[config.mk]
export PLATFORM = sky130hd
export DESIGN_NAME = qcmv_front
export DESIGN_NICKNAME = d
export VERILOG_FILES = /design/src/hdl/qcmv_pkg.sv /design/src/hdl/qcmv_front.sv
export SDC_FILE = /design/constraint.sdc
export NUM_CORES = 1
export LEC_CHECK = 0
export BUFFER_PORTS_ARGS = -buffer_cell sky130_fd_sc_hd__buf_2
export CAP_MARGIN = 10
export CELL_PAD_IN_SITES_DETAIL_PLACEMENT = 1
export CELL_PAD_IN_SITES_GLOBAL_PLACEMENT = 1
export CORE_MARGIN = 1
export CORE_UTILIZATION = 45
export CTS_BUF_LIST = sky130_fd_sc_hd__clkbuf_4 sky130_fd_sc_hd__clkbuf_8
export CTS_CLUSTER_DIAMETER = 60
export CTS_CLUSTER_SIZE = 8
export DETAILED_ROUTE_END_ITERATION = 10
export MAX_ROUTING_LAYER = met4
export PLACE_DENSITY_LB_ADDON = 0.1
export SLEW_MARGIN = 10
export SYNTH_ARGS = -nofsm -noshare
export SYNTH_HDL_FRONTEND = slang
export SYNTH_SLANG_ARGS = --single-unit
[constraint.sdc]
create_clock -name clk -period 42.4 [get_ports clk]
set_clock_uncertainty 0.05 [all_clocks]
set_input_delay 2.12 -clock clk [delete_from_list [all_inputs] [get_ports clk]]
set_output_delay 2.12 -clock clk [all_outputs]
set_load 0.01 [all_outputs]
[src/hdl/qcmv_pkg.sv]
// ----------------------------------------------------------------------------
// qcmv_pkg
// Shared types and constants of the quasi-cyclic GF(2) matrix-vector unit.
// ----------------------------------------------------------------------------
`default_nettype none

package qcmv_pkg;

  localparam int BLK_W   = 64;  // widest lifted block
  localparam int ROW_W   = 6;   // row index field
  localparam int COL_W   = 8;   // column index field
  localparam int SHIFT_W = 16;  // shift field
  localparam int Z_W     = 7;   // lifting size register
  localparam int CU_W    = 8;   // columns-in-use register
  localparam int RSH_W   = 6;   // reduced shift, always below Z <= 64

  // Register map, selected by paddr[2].
  localparam logic REG_LIFTING = 1'b0;
  localparam logic REG_COLUMNS = 1'b1;

  typedef enum logic [1:0] {
    ACT_LOAD_X = 2'd0,
    ACT_LOAD_B = 2'd1,
    ACT_APPLY  = 2'd2,
    ACT_NONE   = 2'd3
  } action_t;

  // Settled configuration seen by the front and back parts.
  typedef struct packed {
    logic [Z_W-1:0]   z;
    logic [BLK_W-1:0] mask;
    logic [CU_W-1:0]  cols;
  } cfg_t;

  // One classified item on its way from the front to the back.
  typedef struct packed {
    action_t            action;
    logic [ROW_W-1:0]   row;
    logic [COL_W-1:0]   col;
    logic [RSH_W-1:0]   shift;
    logic               in_store;
    logic               col_ok;
    logic [BLK_W-1:0]   data;
  } entry_t;

endpackage

`default_nettype wire

[src/hdl/qcmv_front.sv]
// ----------------------------------------------------------------------------
// qcmv_front
// Takes input items, reduces the shift modulo Z and classifies the item.
// ----------------------------------------------------------------------------
`default_nettype none

module qcmv_front
  import qcmv_pkg::*;
#(
  parameter int MAX_COLS = 128,
  parameter int MAX_ROWS = 64
) (
  input  wire logic               clk,
  input  wire logic               rst_n,
  input  wire cfg_t               cfg,
  input  wire logic               start,
  output logic                    busy,
  input  wire logic [1:0]         in_action,
  input  wire logic [ROW_W-1:0]   in_row_index,
  input  wire logic [COL_W-1:0]   in_column_index,
  input  wire logic [SHIFT_W-1:0] in_shift_amount,
  input  wire logic [BLK_W-1:0]   in_block_data,
  input  wire logic               q_full,
  output logic                    q_push,
  output entry_t                  q_entry
);

  action_t              act_r;
  logic [ROW_W-1:0]     row_r;
  logic [COL_W-1:0]     col_r;
  logic [SHIFT_W-1:0]   shift_r;
  logic [BLK_W-1:0]     data_r;
  logic [Z_W-1:0]       rem_r;
  logic                 hold_r;
  logic                 phase_r;
  logic                 accept;
  logic [Z_W-1:0]       rem_fin;

  // Eight restoring steps of remainder = (remainder * 256 + byte) mod z.
  function automatic logic [Z_W-1:0] mod_byte(input logic [Z_W-1:0] rem,
                                               input logic [7:0]     byte_in,
                                               input logic [Z_W-1:0] z);
    logic [Z_W:0]   t;
    logic [Z_W-1:0] r;
    r = rem;
    for (int i = 7; i >= 0; i--) begin
      t = {r, byte_in[i]};
      if (t >= {1'b0, z}) begin
        t = t - {1'b0, z};
      end
      r = t[Z_W-1:0];
    end
    return r;
  endfunction

  assign rem_fin = mod_byte(rem_r, shift_r[7:0], cfg.z);
  assign q_push  = hold_r && phase_r && !q_full;
  assign busy    = hold_r && !q_push;
  assign accept  = start && !busy;

  always_comb begin
    q_entry        = '0;
    q_entry.action = act_r;
    q_entry.row    = row_r;
    q_entry.col    = col_r;
    q_entry.shift  = rem_fin[RSH_W-1:0];
    q_entry.data   = data_r & cfg.mask;
    q_entry.col_ok = (col_r < cfg.cols) && ({1'b0, col_r} < 9'(MAX_COLS));
    unique case (act_r)
      ACT_LOAD_X:            q_entry.in_store = ({1'b0, col_r} < 9'(MAX_COLS));
      ACT_LOAD_B, ACT_APPLY: q_entry.in_store = ({3'b000, row_r} < 9'(MAX_ROWS));
      default:               q_entry.in_store = 1'b0;
    endcase
  end

  always_ff @(posedge clk) begin
    if (!rst_n) begin
      hold_r  <= 1'b0;
      phase_r <= 1'b0;
    end else if (accept) begin
      hold_r  <= 1'b1;
      phase_r <= 1'b0;
    end else begin
      if (q_push) begin
        hold_r <= 1'b0;
      end
      if (hold_r && !phase_r) begin
        phase_r <= 1'b1;
      end
    end
    if (accept) begin
      act_r   <= action_t'(in_action);
      row_r   <= in_row_index;
      col_r   <= in_column_index;
      shift_r <= in_shift_amount;
      data_r  <= in_block_data;
    end else if (hold_r && !phase_r) begin
      // The high byte is reduced first, the low byte on the pushing cycle.
      rem_r <= mod_byte('0, shift_r[15:8], cfg.z);
    end
  end

endmodule

`default_nettype wire

## Word level (Yosys, flattened, before mapping)

Cells that the tools add are included.

- Register bits: 105
- Input bits: 179
- Output and inout bits: 90
- Logic and storage cells: 95

- $add $sub $neg: 16
- Order comparisons: 18
- Equality and inequality tests: 2
- Mux-type cells: 33
- Bitwise gates (word level): 3
- Reduce and logical (&&, ||, !) cells: 15

Operator list:

| kind | count |
|---|---|
| $mux W7 | 29 |
| $ge A8 B7 Y1 | 15 |
| $sub A7 B7 Y7 | 14 |
| $and A64 B64 Y64 | 1 |
| $lt A8 B8 Y1 | 1 |
| $lt A8 B8 Y1 const B | 1 |
| $ge A1 B7 Y1 | 1 |
| $sub A1 B7 Y7 | 1 |
| $logic_and A1 B1 Y1 | 6 |
| $mux W6 | 1 |
| $sub A6 B6 Y6 | 1 |
| $logic_not A1 Y1 | 4 |
| $reduce_or A2 Y1 | 2 |
| $eq A2 B1 Y1 const B | 1 |
| $eq A2 B2 Y1 const B | 1 |
| $logic_not A2 Y1 | 1 |
| $mux W1 | 2 |
| $not A1 Y1 | 2 |
| $pmux W1 S2 | 1 |
| $reduce_and A2 Y1 | 1 |
| $reduce_bool A2 Y1 | 1 |

## Longest topological paths before layout

- Word-level depth: 33
- Gate-level depth with buffers: 82
- Gate-level depth less buffers: 77

## Worst setup path before layout

OpenSTA, ideal clock, no wires.

- Kind: input-to-output
- Start point: input cfg[73] (netlist name)
- End point: output q_entry[67] (netlist name)
- Data arrival time: 18.170 ns
- Data required time: 40.230 ns
- Setup slack: 22.060 ns
- Stages: 73
- Buffers on the path: 5
- Path through: inv_1 fa_1 a211oi_1 or3_1 and3_1 buf_6 mux2i_1 inv_1 ha_1 o21ai_0 a21oi_1 o41ai_1 o211a_4 clkbuf_1 mux2_2 fa_1 nand2b_1 a211oi_1 [37 not listed] o21ai_0 a21boi_0 o21ai_0 o211ai_1 a21o_1 a31o_2 a211o_1 a222oi_1 ha_1 a21oi_1 nor2_1 nor2_1 o21ai_0 a21o_1 a221o_1 a221o_1 buf_6 mux2_4

RTL lines:

| item | RTL line | RTL |
|---|---|---|
| start: declaration | qcmv_front.sv:15 | `input wire cfg_t cfg,` |
| end: declaration | qcmv_front.sv:25 | `output entry_t q_entry` |

==> impl_metrics.xml <==
<?xml version="1.0" encoding="UTF-8"?>
<metrics>
  <group name="outcome">
    <metric name="outcome" unit="">complete, no violations</metric>
  </group>
  <group name="critical_path">
    <metric name="critical_path.endpoint_type" unit="">primary output</metric>
    <metric name="number_of_buffer_and_inverter_instances_along_the_worst_setup_path" unit="">6</metric>
    <metric name="cpLargestDelayFamily" unit="">compound AO/OA/AOI/OAI gates</metric>
    <metric name="worst_path_most_repeated_cell" unit="">o21ai_0</metric>
    <metric name="worst_ep_arrival_time" unit="ns">20.58</metric>
    <metric name="critical_path_peak_fanout" unit="">17</metric>
    <metric name="crit_path_start_kind" unit="">primary input</metric>
    <metric name="cp_data_required_time" unit="ns">40.23</metric>
    <metric name="critPathMaxStageDelay" unit="ns">0.53</metric>
    <metric name="worst_path_max_delay_cell" unit="">buf_2</metric>
    <metric name="worstSetupPathType" unit="">in -&gt; out</metric>
  </group>
  <group name="global_route">
    <metric name="grt_pass1_wl" unit="mm">47.9</metric>
    <metric name="grtUsageMet1" unit="">0.321</metric>
    <metric name="met2_usage" unit="">0.531</metric>
    <metric name="globalRouteTotalUtil" unit="">0.289</metric>
    <metric name="grt-busiest-layer" unit="">met2</metric>
    <metric name="globalRouteOverflowTotal" unit="">0</metric>
    <metric name="grt_start_max_net_pins" unit="">80</metric>
    <metric name="number_of_antenna_violations_at_the_first_check_in_global_routing" unit="">4</metric>
    <metric name="first_global_vias" unit="">9121</metric>
    <metric name="met3_usage" unit="">0.0569</metric>
  </group>
  <group name="routing">
    <metric name="vias_per_cell" unit="">5.58</metric>
    <metric name="routed_wirelength" unit="mm">30.9</metric>
    <metric name="drtIter0Drc" unit="">236</metric>
    <metric name="overall_via_count_from_detail_route" unit="">8608</metric>
    <metric name="post-route-drc-count" unit="">0</metric>
    <metric name="wire_length_per_cell_after_detailed_routing" unit="µm">20.0</metric>
    <metric name="drtAntennaViolNets" unit="">0</metric>
    <metric name="first_pass_iters" unit="">4</metric>
  </group>
  <group name="cts">
    <metric name="resized_after_cts" unit="">0</metric>
    <metric name="hold_buffers" unit="">0</metric>
    <metric name="clk_pin_slew_worst_paths" unit="ns">0.11</metric>
    <metric name="tritoncts_num_sinks" unit="">105</metric>
    <metric name="postCtsSetupBuffers" unit="">0</metric>
    <metric name="numCtsBuffers" unit="">9</metric>
    <metric name="ctsHtreeMaxLevel" unit="">3</metric>
    <metric name="clock_tree_from_tritoncts" unit="">yes</metric>
    <metric name="clock_tree.root_cell" unit="">clkbuf_8</metric>
    <metric name="worst_skew_pair_latency" unit="ns">0.39</metric>
    <metric name="clk_path_buf_depth" unit="">2</metric>
  </group>
  <group name="timing">
    <metric name="worst_pin_slew" unit="ns">1.06</metric>
    <metric name="finalHoldViolations" unit="">0</metric>
    <metric name="final_period_utilization" unit="">0.537</metric>
    <metric name="timing.setup.tns" unit="ns">0</metric>
    <metric name="postLayoutSetupSlackWorst" unit="ns">19.65</metric>
    <metric name="max_slew_margin" unit="">0.292</metric>
    <metric name="total_setup_violations_reported_at_the_end_of_the_flow" unit="">0</metric>
    <metric name="timing.final.max_slew_violations" unit="">0</metric>
    <metric name="grt_setup_unrepaired" unit="">no</metric>
    <metric name="timing.fmax" unit="GHz">0.0440</metric>
    <metric name="finalCriticalPeriod" unit="ns">22.75</metric>
  </group>
  <group name="floorplanning">
    <metric name="fp.dieArea" unit="µm²">22100</metric>
    <metric name="io_pins" unit="">269</metric>
    <metric name="core_footprint" unit="µm²">21100</metric>
    <metric name="dieHeight" unit="µm">149</metric>
    <metric name="die-width" unit="µm">149</metric>
    <metric name="floorplan.rows" unit="">53</metric>
    <metric name="start_util" unit="">0.460</metric>
  </group>
  <group name="finish">
    <metric name="areaGrowthSynthToFinish" unit="%">19.5</metric>
    <metric name="n_fill_cell" unit="">2543</metric>
    <metric name="layout-drive-gt1-share" unit="">0.280</metric>
    <metric name="multi_input_area" unit="µm²">6180</metric>
    <metric name="fin_nets" unit="">1569</metric>
    <metric name="design_area" unit="µm²">11600</metric>
    <metric name="final-seq-area" unit="µm²">3130</metric>
  </group>
  <group name="synthesis">
    <metric name="cell_area_after_synthesis" unit="µm²">9700</metric>
    <metric name="post_synth_inst_count" unit="">982</metric>
    <metric name="synth-warning-count" unit="">0</metric>
    <metric name="ys_ff_latch" unit="">105</metric>
    <metric name="synth_fp_nets" unit="">1292</metric>
    <metric name="synth-main-ff-cell" unit="">edfxtp_1</metric>
    <metric name="synthDistinctLibCells" unit="">72</metric>
    <metric name="synth-edff-count" unit="">103</metric>
    <metric name="syn_area_cell" unit="µm²">9.87</metric>
    <metric name="synthArstFlopShare" unit="">0</metric>
    <metric name="share_of_synthesized_area_occupied_by_flip_flops_and_latches" unit="">0.323</metric>
  </group>
  <group name="placement">
    <metric name="placed_cell_area" unit="µm²">11400</metric>
    <metric name="place_congestion" unit="">0.907</metric>
    <metric name="dp_slack" unit="ns">19.95</metric>
    <metric name="portBuffers" unit="">268</metric>
    <metric name="detailed_place_hpwl" unit="mm">24.9</metric>
  </group>
  <group name="min_path">
    <metric name="min_path_type" unit="">reg -&gt; reg</metric>
  </group>
  <group name="job">
    <metric name="drv_cap" unit="">0</metric>
  </group>
</metrics>
[cell families (layout without fill, tap and decap cells)]
kind of cell               after synthesis  after routing  synth area share
muxes                                   73             73            0.0832
DFF                                    105            105             0.323
xor gates and xnor gates                45             45            0.0406
adders and majority gates              131            131             0.181
and+or+nand+nor                        318            318             0.180
other                                    0              4                 0
AOI/OAI and AO/OA                      212            212             0.152
buffers and inverters                   98            380            0.0403
[worst reg2reg max path, delay by kind of cell (launching register included)]
family / cells / cell delay [ns]
multiplexers: 7 / 2.64
AND/OR/NAND/NOR: 13 / 3.45
AO/OA/AOI/OAI: 31 / 7.35
buffers and inverters: 3 / 0.27
flip-flops: 1 / 0.46
adder cells (fa/ha/maj): 9 / 3.05
[metal layers]
metal  wire length, µm  share of wire
met5                 0              0
met4               486          0.016
met3              1470          0.048
met2             16300           0.53
met1             12600           0.41
[sequential cells by signal (all words and copies together), names as in the netlist]
register / flops
data_r: 64
shift_r: 16
col_r: 8
rem_r: 7
row_r: 6
act_r: 2
hold_r: 1
phase_r: 1
[cells in the final DEF (no fill, tap or decap), types with 7 or more instances in the layout]
| master | n |
|---|---|
| o211ai_1 | 12 |
| and2_1 | 68 |
| nand3_1 | 20 |
| a21o_1 | 22 |
| ha_1 | 116 |
| inv_1 | 89 |
| o21ai_0 | 46 |
| edfxtp_1 | 103 |
| nor3_1 | 7 |
| clkbuf_8 | 9 |
| buf_4 | 7 |
| nand4_1 | 17 |
| nand2_1 | 50 |
| nand2b_1 | 23 |
| nor2b_1 | 30 |
| mux2i_1 | 30 |
| a21oi_1 | 44 |
| o21a_1 | 12 |
| buf_2 | 268 |
| xor2_1 | 15 |
| fa_1 | 15 |
| nor2_1 | 58 |
| xnor2_1 | 30 |
| mux2_2 | 37 |
[stage by stage]
stage               hold WS (ns)   util  std cells
detailed placement         0.477  0.540       1523
global placement           0.451  0.540       1523
floorplan                  0.427      -        982
global route               0.530  0.549       1543
CTS                        0.498  0.549       1539
finish                     0.485  0.549       1543
[synth_stat cells (4+ instances only)]
master	instances	area, µm²
a2111oi_0	4	35.0
a211o_1	6	52.6
a211oi_1	6	45.0
a21boi_0	6	45.0
a21o_1	22	165
a21oi_1	44	220
a221o_1	6	60.1
a311oi_1	4	35.0
a31oi_1	4	25.0
and2_1	68	425
and3_1	6	37.5
and4_1	4	35.0
edfxtp_1	103	3090
fa_1	15	300
ha_1	116	1450
inv_1	89	334
mux2_2	37	417
mux2_4	6	90.1
mux2i_1	30	300
nand2_1	50	188
nand2b_1	23	144
nand3_1	20	100
nand4_1	17	106
nor2_1	58	218
nor2b_1	31	194
nor3_1	7	35.0
nor3b_1	6	45.0
o2111ai_1	4	35.0
o211ai_1	12	90.1
o21a_1	12	90.1
o21ai_0	46	230
o21bai_1	5	37.5
o31a_1	6	52.6
or2_2	6	37.5
or3_1	6	37.5
xnor2_1	30	263
xor2_1	15	131
[worst paths after layout]
kind	startpoint	end	slack [ns]	depth (start not counted)
worst max register to register	shift_r[15]	rem_r[2]	24.89	63
worst max-delay path	cfg[73]	q_entry[67]	19.65	71
worst min-delay path	hold_r	phase_r	0.49	2
worst min register to register	hold_r	phase_r	0.49	2
[layout make-up]
type / instances / area share
clock inverters: 7 / 0.00551
diodes: 4 / 0.000864
flip-flops and latches: 105 / 0.270
clock buffers: 9 / 0.0107
multi-input cells: 779 / 0.534
repair buffers: 275 / 0.120
inverters: 89 / 0.0288
well taps: 275 / 0.0297
Power is left out: the tool's default activity adds up to more than one toggle a clock period on the data nets, which glitch-free logic cannot reach.
