==> src/hdl/qcmv_pkg.sv <==
// ----------------------------------------------------------------------------
// qcmv_pkg
// Shared types and constants of the quasi-cyclic GF(2) matrix-vector unit.
// ----------------------------------------------------------------------------
`default_nettype none

package qcmv_pkg;

  localparam int BLK_W   = 64;  // widest lifted block
  localparam int ROW_W   = 6;   // row index field
  localparam int COL_W   = 8;   // column index field
  localparam int SHIFT_W = 16;  // shift field
  localparam int Z_W     = 7;   // lifting size register
  localparam int CU_W    = 8;   // columns-in-use register
  localparam int RSH_W   = 6;   // reduced shift, always below Z <= 64

  // Register map, selected by paddr[2].
  localparam logic REG_LIFTING = 1'b0;
  localparam logic REG_COLUMNS = 1'b1;

  typedef enum logic [1:0] {
    ACT_LOAD_X = 2'd0,
    ACT_LOAD_B = 2'd1,
    ACT_APPLY  = 2'd2,
    ACT_NONE   = 2'd3
  } action_t;

  // Settled configuration seen by the front and back parts.
  typedef struct packed {
    logic [Z_W-1:0]   z;
    logic [BLK_W-1:0] mask;
    logic [CU_W-1:0]  cols;
  } cfg_t;

  // One classified item on its way from the front to the back.
  typedef struct packed {
    action_t            action;
    logic [ROW_W-1:0]   row;
    logic [COL_W-1:0]   col;
    logic [RSH_W-1:0]   shift;
    logic               in_store;
    logic               col_ok;
    logic [BLK_W-1:0]   data;
  } entry_t;

endpackage

`default_nettype wire

==> src/hdl/qcmv_queue.sv <==
// ----------------------------------------------------------------------------
// qcmv_queue
// Two-entry queue of classified items between the front and back parts.
// ----------------------------------------------------------------------------
`default_nettype none

module qcmv_queue
  import qcmv_pkg::*;
(
  input  wire logic   clk,
  input  wire logic   rst_n,
  input  wire logic   push,
  input  wire entry_t push_entry,
  output logic        full,
  input  wire logic   pop,
  output entry_t      head,
  output logic        empty
);

  entry_t     slot_r [2];
  logic       wr_ptr_r;
  logic       rd_ptr_r;
  logic [1:0] count_r;

  assign full  = (count_r == 2'd2);
  assign empty = (count_r == 2'd0);
  assign head  = slot_r[rd_ptr_r];

  always_ff @(posedge clk) begin
    if (!rst_n) begin
      wr_ptr_r <= 1'b0;
      rd_ptr_r <= 1'b0;
      count_r  <= 2'd0;
    end else begin
      if (push) begin
        wr_ptr_r <= ~wr_ptr_r;
      end
      if (pop) begin
        rd_ptr_r <= ~rd_ptr_r;
      end
      unique case ({push, pop})
        2'b10:   count_r <= count_r + 2'd1;
        2'b01:   count_r <= count_r - 2'd1;
        default: count_r <= count_r;
      endcase
    end
    if (push) begin
      slot_r[wr_ptr_r] <= push_entry;
    end
  end

endmodule

`default_nettype wire

==> config.mk <==
export PLATFORM = sky130hd
export DESIGN_NAME = qcmv_queue
export DESIGN_NICKNAME = d
export VERILOG_FILES = /design/src/hdl/qcmv_pkg.sv /design/src/hdl/qcmv_queue.sv
export SDC_FILE = /design/constraint.sdc
export NUM_CORES = 1
export LEC_CHECK = 0
export BUFFER_PORTS_ARGS = -buffer_cell sky130_fd_sc_hd__buf_2
export CAP_MARGIN = 10
export CORE_MARGIN = 10
export CORE_UTILIZATION = 50
export CTS_BUF_LIST = sky130_fd_sc_hd__clkbuf_16
export DETAILED_ROUTE_END_ITERATION = 10
export GPL_ROUTABILITY_DRIVEN = 1
export PLACE_DENSITY_LB_ADDON = 0.2
export RECOVER_POWER = 25
export REMOVE_ABC_BUFFERS = 1
export SYNTH_ARGS = -nofsm -noshare
export SYNTH_HDL_FRONTEND = slang
export SYNTH_SLANG_ARGS = --single-unit
==> constraint.sdc <==
create_clock -name clk -period 10.5 [get_ports clk]
set_clock_uncertainty 0.05 [all_clocks]
set_input_delay 0 -clock clk [delete_from_list [all_inputs] [get_ports clk]]
set_output_delay 0 -clock clk [all_outputs]
set_load 0.02 [all_outputs]
Word level (Yosys, flattened, before mapping)

Memory sizes are Yosys's and may differ from the RTL's. A register that Yosys moved wholly into a read port is not among the register bits.
Cells that the tools add are included.
W data, S select, Z words.

Memories kept: 1
Flip-flop bits (word level): 4
Logic and storage cells: 18
Input port bits: 92
RAM bits: 176

Multiplexer cells: 5
Bitwise logic cells: 2
Eq/ne operators: 3
Add/sub/neg operators: 2
Reduce and logical (&&, ||, !) cells: 2

Memory list:

| memory | words | bits a word | read ports | clocked after memory_dff | write ports | line             | source |
|---|---|---|---|---|---|---|---|
| slot_r | 2     | 88          | 1          | 1                        | 1           | qcmv_queue.sv:20 | `entry_t slot_r [2];` |

Operators by type and width:

| operator              | number |
|---|---|
| $eq A2 B2 Y1 const B  | 2 |
| $mux W1               | 4 |
| $pmux W2 S2           | 1 |
| $add A2 B1 Y2 const B | 1 |
| $eq A2 B1 Y1 const B  | 1 |
| $logic_not A2 Y1      | 1 |
| $not A1 Y1            | 2 |
| $reduce_bool A2 Y1    | 1 |
| $sub A2 B1 Y2 const B | 1 |

Longest topological paths before layout

Gate-level depths: netlist of the first run.

Word-level depth: 3
Depth in mapped cells: 5

Worst setup path before layout of the first run

No wires, ideal clock.

Kind: reg-to-reg
Start: register wr_ptr_r
End: memory slot_r[0][0] (netlist name), enable pin
Cell stages (with the launch flop): 2
Slack: 5.914 ns
Arrival time: 3.997 ns
Path buffers: 0
Setup time: 0.539 ns
Cell sequence: dfxtp_1 nor2_1

RTL lines:

| element                  | line             | source |
|---|---|---|
| start: declaration       | qcmv_queue.sv:21 | `logic wr_ptr_r;` |
| start signal: assignment | qcmv_queue.sv:36 | `wr_ptr_r <= ~wr_ptr_r;` |
| end: declaration         | qcmv_queue.sv:20 |  |

No word-level cell before the write port.

==> results of run 1 <==
==> worst min path at each step <==
stage / from / to / slack (ns) / depth (start not counted)
2_1_floorplan: push_entry[0] / slot_r[0][0]$_DFFE_PP_ / 0.05 / 0
3_3_place_gp: push_entry[85] / slot_r[0][85]$_DFFE_PP_ / 0.14 / 1
6_report: push_entry[71] / slot_r[1][71]$_DFFE_PP_ / 0.25 / 2
5_1_grt: push_entry[87] / slot_r[1][87]$_DFFE_PP_ / 0.25 / 2
4_1_cts: push_entry[65] / slot_r[0][65]$_DFFE_PP_ / 0.23 / 2
3_5_place_dp: push_entry[65] / slot_r[1][65]$_DFFE_PP_ / 0.14 / 1
==> cells in the mapped netlist <==
master    instances  share of area
nor2_1            2         0.0011
mux2_2           86           0.15
or3_1             1        0.00095
and2_1            4         0.0038
inv_1             1        0.00057
and2b_2           1         0.0013
o21ai_0           1        0.00076
nor2b_1           1        0.00095
ha_1              1         0.0019
dfxtp_1           5          0.015
buf_2             7         0.0053
xor2_1            1         0.0013
a21boi_1          1         0.0011
o21a_1            1         0.0011
buf_6             3         0.0051
xnor2_1           2         0.0027
edfxtp_1        176           0.81
mux2_1            2         0.0034
==> what timing repair did <==
action                     CTS  global route
setup endpoints to repair    0             0
hold endpoints to repair   181             0
hold buffers                92             0
resized for setup            0             0
==> cells by family after synthesis <==
group,share of synthesized area
multiplexers,0.151
adder cells (fa/ha/maj),0.00191
XOR/XNOR,0.00401
flip-flops,0.821
AND/OR/NAND/NOR,0.00820
buffers and inverters,0.0111
AO/OA/AOI/OAI,0.00305
==> flip-flops by register name, indices dropped and copies added, names as in the netlist, named ones only <==
register and flops:
count_r 2, slot_r 176, wr_ptr_r 1, rd_ptr_r 1
==> per-layer routing <==
| metal | global-route usage | share of wire | vias up | wire [um] |
|---|---|---|---|---|
| met5 | 0 | 0 | - | 0 |
| met4 | 0.0605 | 0.016 | 0 | 227 |
| met3 | 0.0627 | 0.077 | 17 | 1070 |
| met2 | 0.258 | 0.50 | 135 | 6940 |
| met1 | 0.181 | 0.41 | 1796 | 5690 |
| li1 | - | - | 1740 | - |
==> through the flow <==
step	total power [W]	utilization	hold slack [ns]	cells	setup slack [ns]
2_1_floorplan	0.000979	-	0.0489	286	5.91
3_3_place_gp	0.00105	0.601	0.137	642	8.17
3_5_place_dp	0.00105	0.601	0.141	642	8.14
4_1_cts	0.00176	0.724	0.229	765	8.02
5_1_grt	0.00180	0.720	0.250	765	7.93
6_report	0.00174	0.720	0.248	765	8.07
==> where the power goes <==
part / switching (W) / leakage, nW / internal, W
Sequential: 0.0000131 / 1.69 / 0.000835
Combinational: 0.000116 / 1.37 / 0.0000954
Clock: 0.000242 / 0.312 / 0.000439
Total: 0.000370 / 3.38 / 0.00137
==> layout make-up <==
cell class | instances | share of cell area
Sequential cell | 181 | 0.589
Clock inverter | 14 | 0.0235
Inverter | 1 | 0.000410
Clock buffer | 17 | 0.0465
Timing Repair Buffer | 276 | 0.196
Multi-Input combinational cell | 104 | 0.122
Tap cell | 172 | 0.0235
==> summary.md, run 1 <==
| Metric | Value |
|---|---|
| Via count | `3688` |
| Fin area | `9150 um2` |
| CP Capture Point | `head[39]` |
| CP top delay family | `buffers and inverters` |
| CTS Sinks | `181` |
| Largest fanout on the critical path | `60` |
| Clock period minus worst slack | `2.43 ns` |
| IO Pins | `182` |
| Netlist cell types | `18` |
| Initial Util | `0.516` |
| Clock-pin slew on the worst setup and hold paths | `0.06 ns` |
| Critical path cell sequence | `buf_4, mux2_2, buf_2` |
| DRT Pass-1 Iters | `4` |
| Total track usage | `0.157` |
| Layout fillers | `828` |
| Fin. max-slew vios | `0` |
| Pin count of the biggest net entering global routing | `61` |
| Most frequent cells in the layout | `edfxtp_1, buf_2, dlygate4sd3_1` |
| Gp weighted congestion | `0.714` |
| Area after DPL | `7650 um2` |
| Clock Path Buffers | `2` |
| CP Class | `flop to primary output` |
| Final hold vios | `0` |
| Crit path DAT | `2.38 ns` |
| Outcome | `completed` |
| First-pass GRT wire length | `22.0 mm` |
| Reg area | `5390 um2` |
| Worst hold path type | `primary input to flop` |
| Row count | `41` |
| TritonCTS buffer count | `17` |
| Maximum vdd drop | `0.158 mV` |
| Syn avg cell area | `22.2 um2` |
| WL per Instance | `18.2 um` |
| Die H | `135 um` |
| DRC errors left | `0` |
| Setup TNS | `0 ns` |
| Setup violations, final | `0` |
| Commonest non-fill, non-tap cell in the layout | `edfxtp_1` |
| Fin nets | `674` |
| Buf/Inv on CP | `2` |
| Crit path launch type | `flop` |
| CTS tree | `built` |
| Core ar. | `12700 um2` |
| Leakage power | `3.38 nW` |
| FF+latch count, synth | `181` |
| Worst R2R Path Depth | `2` |
| R2r setup slk | `8.21 ns` |
| Die Wd | `135 um` |
| Clock root buffer | `clkbuf_16` |
| Antenna Cells | `0` |
| H-tree depth | `4` |
| FF-to-FF Start | `wr_ptr_r$_SDFFE_PN0P_` |
| RSZ-0062 raised after global routing | `no` |
| GRT overflow | `0` |
| Worst rel slew slack | `0.385` |
| Vias in the first global route | `4127` |
| CP Depth | `3` |
| Slowest CP cell | `buf_4` |
| Max-cap violations | `0` |
| Cell area after synthesis | `6560 um2` |
| Ys Warns | `0` |
| Routed vias/inst | `4.82` |
| Mapped Cells | `296` |
| Routed WL | `13.9 mm` |
| Multi-input logic area | `1110 um2` |
| Actual slew at the worst max-slew pin | `0.920 ns` |
| Sequential area share after synthesis | `0.821` |
| Tcrit/Tclk final | `0.232` |
| Die footprint | `18100 um2` |
| CP required | `10.45 ns` |
| Pwr/cell area | `190 nW/um2` |
| Clk_lat worst skew | `0.41 ns` |
| Post-route ant nets | `0` |
| Post-DP HPWL | `8.68 mm` |
| P&R area growth vs syn | `39.5%` |
| Largest stage delay on the critical path | `0.70 ns` |
| Share of cells above drive strength 1 | `0.427` |
| R2r endpoint | `slot_r[0][14]$_DFFE_PP_` |
| Antenna violations before repair | `0` |
| Setup bufs post-CTS | `0` |
| CP endpoint kind | `primary output` |
| Initial DRC Count | `200` |
| Peak Freq | `0.411 GHz` |
| # port buffers | `181` |
No activity file was read; power rests on OpenSTA's default activity.
==> inputs of run 2 (changes only) <==
==> constraint.sdc (replaced) <==
create_clock -name clk -period 2.3 [get_ports clk]
set_clock_uncertainty 0.05 [all_clocks]
set_input_delay 0 -clock clk [delete_from_list [all_inputs] [get_ports clk]]
set_output_delay 0 -clock clk [all_outputs]
set_load 0.02 [all_outputs]
==> run 2 against run 1 <==
Against the previous run:
- hold slack improved by 0.0094 ns
- flip-flop and latch count unchanged
- final cell count increased by 0.26%
- register-to-register slack got worse by 7.4 ns
- largest cell class unchanged
==> summary.md, run 2 (synthesized netlist as in run 1, its figures left out) <==
| Metric | Value |
|---|---|
| Layout fillers | `861` |
| TritonCTS buffer count | `17` |
| DRT Pass-1 Iters | `4` |
| Commonest non-fill, non-tap cell in the layout | `edfxtp_1` |
| IO Pins | `182` |
| Pin count of the biggest net entering global routing | `90` |
| Share of cells above drive strength 1 | `0.454` |
| Pwr/cell area | `863 nW/um2` |
| Most frequent cells in the layout | `edfxtp_1, buf_2, dlygate4sd3_1` |
| Setup bufs post-CTS | `0` |
| GRT overflow | `0` |
| Via count | `3721` |
| Setup violations, final | `0` |
| Gp weighted congestion | `0.713` |
| Resize count post-CTS | `0` |
| Largest regs | `slot_r (176), count_r (2)` |
| Clock-pin slew on the worst setup and hold paths | `0.06 ns` |
| Initial DRC Count | `254` |
| Initial Util | `0.516` |
| Peak Freq | `0.543 GHz` |
| Critical path cell sequence | `buf_4, mux2_2, buf_2` |
| Row count | `41` |
| Top reg by flops | `slot_r` |
| CP endpoint kind | `primary output` |
| DRC errors left | `0` |
| Leakage power | `3.44 nW` |
| WL per Instance | `18.2 um` |
| Post-route ant nets | `0` |
| Crit path launch type | `flop` |
| Antenna Cells | `0` |
| Die Wd | `135 um` |
| CP required | `2.25 ns` |
| Maximum vdd drop | `0.595 mV` |
| First-pass GRT wire length | `21.8 mm` |
| Routed vias/inst | `4.85` |
| Post-DP HPWL | `8.82 mm` |
| Crit path DAT | `1.79 ns` |
| Clock root buffer | `clkbuf_16` |
| Power Total | `0.00796 W` |
| Max FFs per register | `176` |
| R2r setup slk | `0.78 ns` |
| Clk_lat worst skew | `0.41 ns` |
| P&R area growth vs syn | `40.7%` |
| Final hold vios | `0` |
| Total track usage | `0.156` |
| H-tree depth | `4` |
| Final Core Density | `0.725` |
| Actual slew at the worst max-slew pin | `0.517 ns` |
| CTS tree | `built` |
| Worst rel slew slack | `0.655` |
| Hold_ws | `0.258 ns` |
| Vias in the first global route | `4067` |
| Core ar. | `12700 um2` |
| Outcome | `completed` |
| Clock Path Buffers | `2` |
| CTS Sinks | `181` |
| RSZ-0062 raised after global routing | `no` |
| FF-to-FF Start | `wr_ptr_r$_SDFFE_PN0P_` |
| Slowest CP cell | `buf_4` |
| Die footprint | `18100 um2` |
| Hold-fix buffers at CTS | `92` |
| CP Class | `flop to primary output` |
| Routed WL | `14.0 mm` |
| Fin nets | `677` |
| Worst hold path type | `primary input to flop` |
| Antenna violations before repair | `0` |
| Largest fanout on the critical path | `38` |
| Die H | `135 um` |
| # port buffers | `181` |
| Clock period minus worst slack | `1.84 ns` |
| Fin. max-slew vios | `0` |
| Max-cap violations | `0` |
| Hold Startpoint | `push_entry[57]` |
| Largest stage delay on the critical path | `0.43 ns` |
| Tcrit/Tclk final | `0.800` |
run 2: worst max-delay path: cells and delay by family, from the launching register on:
kind / cells / cell delay, ns
buffers and inverters: 2 / 0.59
muxes: 1 / 0.41
DFF: 1 / 0.35
run 2: worst paths after layout:
path / cells past startpoint / endpoint
worst max-delay path: 3 / head[33]
worst min-delay path: 2 / slot_r[0][57]$_DFFE_PP_
worst max register to register: 2 / slot_r[1][17]$_DFFE_PP_
worst min register to register: 2 / count_r[1]$_SDFFE_PN0P_
run 2: layout make-up:
type	instances	area, um2	area share
repair buffers	279	1870	0.203
inverters	1	3.75	0.000407
clock buffers	17	425	0.0461
well taps	172	215	0.0233
clock inverters	13	213	0.0230
flip-flops and latches	181	5390	0.584
multi-input cells	104	1110	0.121
run 2: through the flow:
stage          TNS (ns)  setup slack [ns]  cells  area [um2]
2_1_floorplan   -295.55             -2.29    286        6490
4_1_cts               0             0.422    767        9270
5_1_grt               0             0.365    767        9230
6_report              0             0.459    767        9230
3_3_place_gp          0             0.770    645        7710
3_5_place_dp          0             0.752    645        7710
run 2: metal layers:
metal	wire length [um]	vias to the layer above	global-route usage
li1	-	1747	-
met1	5710	1821	0.179
met2	6960	134	0.256
met3	1090	19	0.0616
met4	195	0	0.0599
met5	0	-	0
run 2: power by group:
group          switching (W)  leakage [nW]  internal [W]
logic               0.000545          1.44      0.000453
registers          0.0000422          1.69       0.00381
clock network        0.00111         0.314       0.00201
==> inputs of run 3 (changes only) <==
==> constraint.sdc (replaced) <==
create_clock -name clk -period 1.8 [get_ports clk]
set_clock_uncertainty 0.05 [all_clocks]
set_input_delay 0 -clock clk [delete_from_list [all_inputs] [get_ports clk]]
set_output_delay 0 -clock clk [all_outputs]
set_load 0.02 [all_outputs]
==> run 3 against run 2 <==
Against the previous run:
- flip-flop and latch count unchanged
- die area unchanged
- clock power increased by 19%
- hold slack got worse by 0.0055 ns
- register-to-register slack got worse by 0.36 ns
- clock-buffer cell count unchanged
- final cell count increased by 0.39%
- sequential power increased by 28%
- largest cell class unchanged
- highest routed layer unchanged
==> summary.md, run 3 (synthesized netlist as in run 1, its figures left out) <==
| Metric | Value |
|---|---|
| Outcome | `completed` |
| GRT overflow | `0` |
| Pwr/cell area | `1080 nW/um2` |
| Layout fillers | `838` |
| Area after DPL | `7770 um2` |
| Fin nets | `678` |
| Worst hold path type | `primary input to flop` |
| CP endpoint kind | `primary output` |
| Final Core Density | `0.726` |
| Final WS setup | `0.129 ns` |
| Routed vias/inst | `4.83` |
| Fin area | `9240 um2` |
| CTS Sinks | `181` |
| Max-cap violations | `0` |
| Max FFs per register | `176` |
| Post-DP HPWL | `8.97 mm` |
| Peak Freq | `0.598 GHz` |
| Setup bufs post-CTS | `0` |
| TritonCTS buffer count | `17` |
| Top reg by flops | `slot_r` |
| DRC errors left | `0` |
| Crit path launch type | `flop` |
| # port buffers | `181` |
| Via count | `3716` |
| Actual slew at the worst max-slew pin | `0.368 ns` |
| Initial DRC Count | `219` |
| First-pass GRT wire length | `22.6 mm` |
| Pin count of the biggest net entering global routing | `65` |
| Vias in the first global route | `4142` |
| Hold Startpoint | `push_entry[74]` |
| P&R area growth vs syn | `40.8%` |
| WL per Instance | `18.6 um` |
| Post-route ant nets | `0` |
| Routed WL | `14.3 mm` |
| Die H | `135 um` |
| Cells after DPL | `647` |
| Die Wd | `135 um` |
| Largest regs | `slot_r (176), count_r (2)` |
| Share of cells above drive strength 1 | `0.445` |
| IO Pins | `182` |
| RSZ-0062 raised after global routing | `no` |
| Clk_lat worst skew | `0.42 ns` |
| H-tree depth | `4` |
| Maximum vdd drop | `0.750 mV` |
| Initial Util | `0.516` |
| Antenna violations before repair | `0` |
| Final hold vios | `0` |
| Setup violations, final | `0` |
| Core ar. | `12700 um2` |
| Crit path DAT | `1.62 ns` |
| CP required | `1.75 ns` |
| Row count | `41` |
| Gp weighted congestion | `0.720` |
| Fin. max-slew vios | `0` |
| Clock root buffer | `clkbuf_16` |
| Leakage power | `3.43 nW` |
| Largest fanout on the critical path | `38` |
| FF-to-FF Start | `wr_ptr_r$_SDFFE_PN0P_` |
| Dpl ws | `0.411 ns` |
| Antenna Cells | `0` |
| Total track usage | `0.161` |
| Die footprint | `18100 um2` |
| Worst rel slew slack | `0.754` |
| Commonest non-fill, non-tap cell in the layout | `edfxtp_1` |
| Clock Path Buffers | `2` |
| Resize count post-CTS | `0` |
| Clock-pin slew on the worst setup and hold paths | `0.06 ns` |
| Hold-fix buffers at CTS | `91` |
| Tcrit/Tclk final | `0.928` |
| Clock period minus worst slack | `1.67 ns` |
| Final non-filler cell total | `770` |
| CP Class | `flop to primary output` |
| DRT Pass-1 Iters | `4` |
| Power Total | `0.00993 W` |
| CTS tree | `built` |
| Most frequent cells in the layout | `edfxtp_1, buf_2, dlygate4sd3_1` |
-- run 3: worst paths after layout --
check / to / slack, ns / cells after the start
hold / removal: slot_r[1][74]$_DFFE_PP_ / 0.25 / 2
hold reg to reg: count_r[1]$_SDFFE_PN0P_ / 0.49 / 2
setup / recovery: head[13] / 0.13 / 3
setup reg to reg: slot_r[1][18]$_DFFE_PP_ / 0.42 / 2
-- run 3: layer usage --
layer  global-route usage  vias to the layer above  wire length (um)
met3               0.0631                       15              1110
met5                    0                        -                 0
met2                0.265                      139              7180
li1                     -                     1748                 -
met4               0.0599                        0               153
met1                0.187                     1814              5870
-- run 3: where the power goes --
part / total (W) / internal (W) / switching, W
sequential: 0.00492 / 0.00487 / 0.0000573
clock: 0.00370 / 0.00228 / 0.00142
combinational: 0.00130 / 0.000596 / 0.000705
total: 0.00993 / 0.00774 / 0.00219
-- run 3: through the flow --
stage,setup TNS [ns],hold slack [ns]
after global placement,0,0.139
after detailed placement,0,0.141
final,0,0.252
after global routing,0,0.246
after floorplan,-428.05,0.0489
after CTS,0,0.223
-- run 3: area by class of cell --
cell class	instances	area (um2)	area share
Inverter	1	3.75	0.000406
Sequential cell	181	5390	0.584
Multi-Input combinational cell	104	1110	0.121
Timing Repair Buffer	280	1920	0.207
Clock inverter	15	173	0.0187
Clock buffer	17	425	0.0461
Tap cell	172	215	0.0233
-- run 3: worst max-delay path: stages (launching register included) --
cell and delay, ns:
dfxtp_4 0.39, buf_12 0.24, mux2_2 0.38, buf_2 0.16
